===== config.mk =====
export PLATFORM = sky130hd
export DESIGN_NAME = fcfs_schedule_metrics_top
export DESIGN_NICKNAME = d
export VERILOG_FILES = /design/src/sv/fcfs_pkg.sv /design/src/sv/fcfs_schedule_metrics_top.sv
export SDC_FILE = /design/constraint.sdc
export NUM_CORES = 2
export LEC_CHECK = 0
export BUFFER_PORTS_ARGS = -buffer_cell sky130_fd_sc_hd__buf_2
export CAP_MARGIN = 10
export CORE_UTILIZATION = 51
export DETAILED_ROUTE_END_ITERATION = 10
export PLACE_DENSITY = 0.65
export SYNTH_ARGS = -nofsm -noshare
export SYNTH_HDL_FRONTEND = slang
export SYNTH_SLANG_ARGS = --single-unit

===== constraint.sdc =====
create_clock -name clk -period 7 [get_ports clk]
set_input_delay 1.4 -clock clk [delete_from_list [all_inputs] [get_ports clk]]
set_output_delay 1.4 -clock clk [all_outputs]
set_load 0.02 [all_outputs]

===== src/sv/fcfs_pkg.sv =====
// Package: shared types and constants for the FCFS schedule metrics block.
package fcfs_pkg;

    localparam int MAX_PROCESSES_DEF = 32;
    localparam int TIME_W = 16;
    localparam int WIDE_W = 22;
    localparam int SUM_W  = 28;
    localparam int AVG_W  = 30;
    localparam int ID_W   = 6;
    localparam int FRAC_W = 8;
    localparam int DIVD_W = SUM_W + FRAC_W;

    typedef struct packed {
        logic [TIME_W-1:0] arrival_time;
        logic [TIME_W-1:0] burst_time;
        logic              last_process;
    } fcfs_in_t;

    typedef struct packed {
        logic [ID_W-1:0]   process_id;
        logic [TIME_W-1:0] arrival_out;
        logic [TIME_W-1:0] burst_out;
        logic [WIDE_W-1:0] completion_time;
        logic [WIDE_W-1:0] waiting_time;
        logic [WIDE_W-1:0] turnaround_time;
        logic [AVG_W-1:0]  average_waiting;
        logic [AVG_W-1:0]  average_turnaround;
        logic              final_row;
        logic              overflow_seen;
    } fcfs_out_t;

endpackage


===== src/sv/fcfs_schedule_metrics_top.sv =====
// Top level: loads a process set, orders it by arrival and computes FCFS metrics.
//
//  Channel | Signals                     | Direction | Payload
//  --------+-----------------------------+-----------+-------------------------
//  item    | item_valid, item_ready      | in        | fcfs_in_t  (one process)
//  row     | row_valid, row_ready        | out       | fcfs_out_t (one result)
//
// Loading takes one request per cycle while the block sits idle. The request marked
// as last starts the computation: each result row needs a scan of the stored set
// through the single memory read port (a read and a compare state per stored entry),
// the completion, turnaround and waiting steps and an offer that holds until taken;
// a bit-serial restoring divider then forms the two averages for the last row.
// Reset is asynchronous and clears the set; the process store is not cleared, as
// only entries written in the current set are read. A stalled row simply holds.
module fcfs_schedule_metrics_top #(
    parameter int MAX_PROCESSES = fcfs_pkg::MAX_PROCESSES_DEF
) (
    input  logic                clk,
    input  logic                rst_n,
    input  logic                item_valid,
    output logic                item_ready,
    input  fcfs_pkg::fcfs_in_t  item,
    output logic                row_valid,
    input  logic                row_ready,
    output fcfs_pkg::fcfs_out_t row
);
    import fcfs_pkg::*;

    localparam int IW = (MAX_PROCESSES > 1) ? $clog2(MAX_PROCESSES) : 1;
    localparam int CW = $clog2(MAX_PROCESSES + 1);
    localparam int KW = TIME_W + IW;
    localparam int DCW = $clog2(DIVD_W);

    typedef enum logic [2:0] {
        S_IDLE, S_SCAN_RD, S_SCAN_CMP, S_CT, S_TAT, S_WT, S_DIV, S_OUT
    } state_t;

    state_t state_reg;

    // Process store: arrival in the upper half, burst in the lower half.
    logic [2*TIME_W-1:0] mem [MAX_PROCESSES];
    logic [2*TIME_W-1:0] rd_q_reg;

    logic [CW-1:0]     count_reg;
    logic [CW-1:0]     n_reg;
    logic [CW-1:0]     emitted_reg;
    logic              dropped_reg;
    logic [IW-1:0]     scan_idx_reg;
    logic              have_best_reg;
    logic              have_last_reg;
    logic [KW-1:0]     best_key_reg;
    logic [KW-1:0]     last_key_reg;
    logic [TIME_W-1:0] best_burst_reg;
    logic [WIDE_W-1:0] cpu_reg;
    logic [WIDE_W-1:0] ct_reg;
    logic [WIDE_W-1:0] tat_reg;
    logic [WIDE_W-1:0] wt_reg;
    logic [SUM_W-1:0]  wsum_reg;
    logic [SUM_W-1:0]  tsum_reg;
    logic              final_reg;
    logic [DIVD_W-1:0] divq_reg;
    logic [CW-1:0]     rem_reg;
    logic [DCW-1:0]    dcnt_reg;
    logic              dsel_reg;
    logic [AVG_W-1:0]  avgw_reg;
    logic [AVG_W-1:0]  avgt_reg;

    logic              item_acc;
    logic              store_ok;
    logic [KW-1:0]     cand_key;
    logic              cand_better;
    logic [TIME_W-1:0] best_arr;
    logic [WIDE_W-1:0] start_time;
    logic [WIDE_W-1:0] wt_next;
    logic [SUM_W-1:0]  wsum_next;
    logic [SUM_W-1:0]  tsum_next;
    logic [CW:0]       rem_shift;
    logic              rem_ge;
    logic [CW-1:0]     rem_next;
    logic [DIVD_W-1:0] divq_next;
    logic [AVG_W-1:0]  avg_sat;

    assign item_ready = (state_reg == S_IDLE);
    assign row_valid  = (state_reg == S_OUT);
    assign item_acc   = item_valid && item_ready;
    assign store_ok   = (count_reg < CW'(MAX_PROCESSES));

    // Candidate is the next in stable order: key is {arrival, load index}.
    assign cand_key    = {rd_q_reg[2*TIME_W-1:TIME_W], scan_idx_reg};
    assign cand_better = (!have_last_reg || (cand_key > last_key_reg))
                      && (!have_best_reg || (cand_key < best_key_reg));
    assign best_arr    = best_key_reg[KW-1:IW];

    assign start_time = (cpu_reg < WIDE_W'(best_arr)) ? WIDE_W'(best_arr) : cpu_reg;
    assign wt_next    = tat_reg - WIDE_W'(best_burst_reg);
    assign wsum_next  = wsum_reg + SUM_W'(wt_next);
    assign tsum_next  = tsum_reg + SUM_W'(tat_reg);

    // One restoring division step per cycle.
    assign rem_shift = {rem_reg, divq_reg[DIVD_W-1]};
    assign rem_ge    = (rem_shift >= {1'b0, n_reg});
    assign rem_next  = rem_ge ? CW'(rem_shift - {1'b0, n_reg}) : CW'(rem_shift);
    assign divq_next = {divq_reg[DIVD_W-2:0], rem_ge};
    assign avg_sat   = (divq_next[DIVD_W-1:AVG_W] != '0) ? '1 : divq_next[AVG_W-1:0];

    always_ff @(posedge clk)
    begin
        if (item_acc && store_ok)
        begin
            mem[count_reg[IW-1:0]] <= {item.arrival_time, item.burst_time};
        end
        rd_q_reg <= mem[scan_idx_reg];
    end

    always_ff @(posedge clk or negedge rst_n)
    begin
        if (!rst_n)
        begin
            state_reg     <= S_IDLE;
            count_reg     <= '0;
            n_reg         <= '0;
            emitted_reg   <= '0;
            dropped_reg   <= 1'b0;
            scan_idx_reg  <= '0;
            have_best_reg <= 1'b0;
            have_last_reg <= 1'b0;
            cpu_reg       <= '0;
            wsum_reg      <= '0;
            tsum_reg      <= '0;
            final_reg     <= 1'b0;
            dcnt_reg      <= '0;
            dsel_reg      <= 1'b0;
        end
        else
        begin
            case (state_reg)
                S_IDLE:
                begin
                    if (item_acc)
                    begin
                        if (store_ok)
                        begin
                            count_reg <= count_reg + 1'b1;
                        end
                        else
                        begin
                            dropped_reg <= 1'b1;
                        end
                        if (item.last_process)
                        begin
                            n_reg         <= store_ok ? count_reg + 1'b1 : count_reg;
                            emitted_reg   <= '0;
                            scan_idx_reg  <= '0;
                            have_best_reg <= 1'b0;
                            have_last_reg <= 1'b0;
                            state_reg     <= S_SCAN_RD;
                        end
                    end
                end
                S_SCAN_RD:
                begin
                    state_reg <= S_SCAN_CMP;
                end
                S_SCAN_CMP:
                begin
                    if (cand_better)
                    begin
                        best_key_reg   <= cand_key;
                        best_burst_reg <= rd_q_reg[TIME_W-1:0];
                        have_best_reg  <= 1'b1;
                    end
                    if (CW'(scan_idx_reg) == n_reg - 1'b1)
                    begin
                        state_reg <= S_CT;
                    end
                    else
                    begin
                        scan_idx_reg <= scan_idx_reg + 1'b1;
                        state_reg    <= S_SCAN_RD;
                    end
                end
                S_CT:
                begin
                    ct_reg        <= start_time + WIDE_W'(best_burst_reg);
                    cpu_reg       <= start_time + WIDE_W'(best_burst_reg);
                    last_key_reg  <= best_key_reg;
                    have_last_reg <= 1'b1;
                    state_reg     <= S_TAT;
                end
                S_TAT:
                begin
                    tat_reg   <= ct_reg - WIDE_W'(best_arr);
                    state_reg <= S_WT;
                end
                S_WT:
                begin
                    wt_reg    <= wt_next;
                    wsum_reg  <= wsum_next;
                    tsum_reg  <= tsum_next;
                    final_reg <= (emitted_reg == n_reg - 1'b1);
                    if (emitted_reg == n_reg - 1'b1)
                    begin
                        divq_reg  <= {wsum_next, FRAC_W'(0)};
                        rem_reg   <= '0;
                        dcnt_reg  <= '0;
                        dsel_reg  <= 1'b0;
                        state_reg <= S_DIV;
                    end
                    else
                    begin
                        state_reg <= S_OUT;
                    end
                end
                S_DIV:
                begin
                    if (dcnt_reg == DCW'(DIVD_W - 1))
                    begin
                        dcnt_reg <= '0;
                        rem_reg  <= '0;
                        if (!dsel_reg)
                        begin
                            avgw_reg <= avg_sat;
                            divq_reg <= {tsum_reg, FRAC_W'(0)};
                            dsel_reg <= 1'b1;
                        end
                        else
                        begin
                            avgt_reg  <= avg_sat;
                            state_reg <= S_OUT;
                        end
                    end
                    else
                    begin
                        divq_reg <= divq_next;
                        rem_reg  <= rem_next;
                        dcnt_reg <= dcnt_reg + 1'b1;
                    end
                end
                S_OUT:
                begin
                    if (row_ready)
                    begin
                        if (final_reg)
                        begin
                            count_reg   <= '0;
                            dropped_reg <= 1'b0;
                            cpu_reg     <= '0;
                            wsum_reg    <= '0;
                            tsum_reg    <= '0;
                            state_reg   <= S_IDLE;
                        end
                        else
                        begin
                            emitted_reg   <= emitted_reg + 1'b1;
                            scan_idx_reg  <= '0;
                            have_best_reg <= 1'b0;
                            state_reg     <= S_SCAN_RD;
                        end
                    end
                end
                default:
                begin
                    state_reg <= S_IDLE;
                end
            endcase
        end
    end

    always_comb
    begin
        row.process_id         = ID_W'(best_key_reg[IW-1:0]) + 1'b1;
        row.arrival_out        = best_arr;
        row.burst_out          = best_burst_reg;
        row.completion_time    = ct_reg;
        row.waiting_time       = wt_reg;
        row.turnaround_time    = tat_reg;
        row.average_waiting    = final_reg ? avgw_reg : '0;
        row.average_turnaround = final_reg ? avgt_reg : '0;
        row.final_row          = final_reg;
        row.overflow_seen      = dropped_reg;
    end

endmodule


==> results.toml <==
[status]
status = "finished, violations left"
violations = "design-rule violations"

[detailed_routing]
drc = 30
drt_iter0_drc = 2707
dr_total_vias = 31417
final_antenna_net_count = 0
vias_per_cell = 5.954
dr.pass1.iters = 8
drt-total-wl_um = 142100
wl_per_cell_um = 26.93

[setup_path]
crit_fanout = 16
critPathRequiredTime_ns = 7.63
worstPathArrival_ns = 6.46
endpoint_kind = "register"
critPathLaunchType = "register"
crit_type = "reg2reg"

[timing]
fmax_mhz = 171.6
slew_headroom_pct = 17.70
setup-tns-final_ns = 0
hold_violations = 0
fin_skew_ns = 0.02956
setup_viol = 0
finalCritPeriodShare_pct = 83.24
grt_setup_unrepaired = "no"
layout_min_cycle_time_ns = 5.827
tightest_slew_ns = 1.223
slew_violations = 0

[synthesis]
synth_seq_cells = 1397
synthTopCellsByArea = "edfxtp_1, mux4_2, dfrtp_1"
ys_types = 74
synth_area_um2 = 59230
synth_edf_count = 1250
synth_top_area_cell = "edfxtp_1"
synthCells = 3385
ys_async_sr_fraction_pct = 8.232
ys_seq_area_share_pct = 69.31
yosysWarningCount = 0
synth_fp_nets = 3591
synth_area_per_cell_um2 = 17.50
ys.flop_type = "edfxtp_1"
synth_top_area_share_pct = 63.37

[clocking]
clock_path_buffers = 3
cts_root_buf = "clkbuf_16"
cts_setup_buffers = 0
h-tree-depth = 4
cts_resized = 0
cts_hold_buf = 0
cts_made_buffers = 146
clk_pin_slew_ns = 0.06
clock_latency_ns = 0.76
clock-sinks = 1397
cts_tree = "done"

[floorplanning]
boundaryPins = 205
die_w_um = 342.8
core_um2 = 114800
dieHeight_um = 342.8
start_util_pct = 51.59
die-area_um2 = 117500
num_rows = 124

[min_path]
hold_class = "reg2reg"

[cells_and_area]
fin_cells = 5277
final_cell_mix = "edfxtp_1, mux4_2, buf_2, ha_1, nand2_1"
final_common_cell = "edfxtp_1"
fin_nets = 3850
diodes = 0
largest_reg_flops = 1024
drive_above_1_share_pct = 24.97
n_fill_cell = 8633
area_growth_pct = 13.17

[power]
ir_worst_vdd_v = 0.0002471
leakagePower_nw = 23.42
power-per-cell-area_nw_per_um2 = 254.5

[global_route]
grt_pass1_wl_um = 208500
antenna_found_initial = 9
grt_overflow_total = 0
grt_start_max_net_pins = 147
track_usage_pct = 24.51
grt_pass1_vias = 31410

[place]
dpl.cell_count = 5008
routabilityCongestion = 0.8773
numPortBuffers = 204
dp_hpwl_um = 88280

[flow_run]
maxCapViolations = 0
where the power goes:
part | internal (mW) | switching (mW)
Sequential | 9.11 | 0.0198
Combinational | 0.0702 | 0.171
Clock | 4.49 | 3.20
Total | 13.7 | 3.39
synth_stat cells (25+ instances only):
cell	n
nand2_1	159
o21ai_0	119
nand3_1	41
dfxtp_1	32
a22o_1	25
dfrtp_1	115
a21o_1	55
nor2b_1	28
nor3_1	25
xnor2_1	81
inv_1	109
edfxtp_1	1250
and2_1	76
or2_2	35
a21oi_1	101
nor2_1	140
mux4_2	320
mux2_2	50
xor2_1	55
clkbuf_1	98
ha_1	163
cells by family after synthesis:
kind of cell | count (synthesis) | share of synthesized area (%)
flops | 1397 | 69.31
simple gates | 596 | 4.943
compound gates | 432 | 4.749
buf+inv | 261 | 1.819
mux | 394 | 13.52
xor+xnor | 136 | 2.011
fa+ha+maj | 169 | 3.646
path summary, 6_finish.rpt:
kind | from | to | slack [ns] | cells after the start
worst max-delay path | best_key_reg[6] | cpu_reg[18] | 1.17 | 21
worst min-delay path | rd_q_reg[5] | best_burst_reg[5] | 0.40 | 0
worst max register to register | best_key_reg[6] | cpu_reg[18] | 1.17 | 21
worst min register to register | rd_q_reg[5] | best_burst_reg[5] | 0.40 | 0
max in group asynchronous | rst_n | wsum_reg[13] | 5.13 | 2
min in group asynchronous | rst_n | dcnt_reg[5] | 0.66 | 1
worst max-delay path, cell delays in order (launching register included):
cell and delay, ns:
edfxtp_1 0.46, inv_1 0.14, ha_1 0.24, a21o_1 0.16, a21o_1 0.17, a21o_1 0.17
a21o_1 0.18, a211oi_1 0.30, o21ai_1 0.14, a21oi_2 0.82, mux2_2 0.43, ha_1 0.22
fa_1 0.46, a211o_1 0.34, a21oi_1 0.28, o311ai_1 0.16, o211ai_1 0.21, nand4b_1 0.19
a41oi_2 0.19, nand3_1 0.15, xnor2_1 0.08, a22o_1 0.22
through the flow:
step                      utilization, %  instance area (µm²)  power [mW]  hold WS [ns]  worst slack (ns)
after floorplan                        -                59230       9.416        0.3855             1.504
after global placement             54.24                62270       9.540        0.3876             1.182
after detailed placement           54.24                62270       9.549        0.3887             1.095
after CTS                          58.38                67030       17.20        0.4024             1.133
after global routing               58.38                67030       17.53        0.4044            0.7143
final                              58.38                67030       17.06        0.4044             1.173
cell type report:
| cell class | instances | area [µm²] | share of cell area, % |
|---|---|---|---|
| Clock buffer | 187 | 3911 | 5.835 |
| Clock inverter | 82 | 847.1 | 1.264 |
| Inverter | 109 | 409.1 | 0.6104 |
| Multi-Input combinational cell | 1727 | 17410 | 25.97 |
| Sequential cell | 1397 | 41070 | 61.27 |
| Tap cell | 1512 | 1892 | 2.822 |
| Timing Repair Buffer | 263 | 1495 | 2.231 |
metal layers:
metal	wire [µm]	track usage (%)	vias to the layer above
met1	55480	31.53	16306
met4	4973	9.077	10
met5	69	0	-
li1	-	-	13852
met2	71910	41.42	1004
met3	9651	4.782	245
Note: power is estimated with default switching activity, not from simulation.
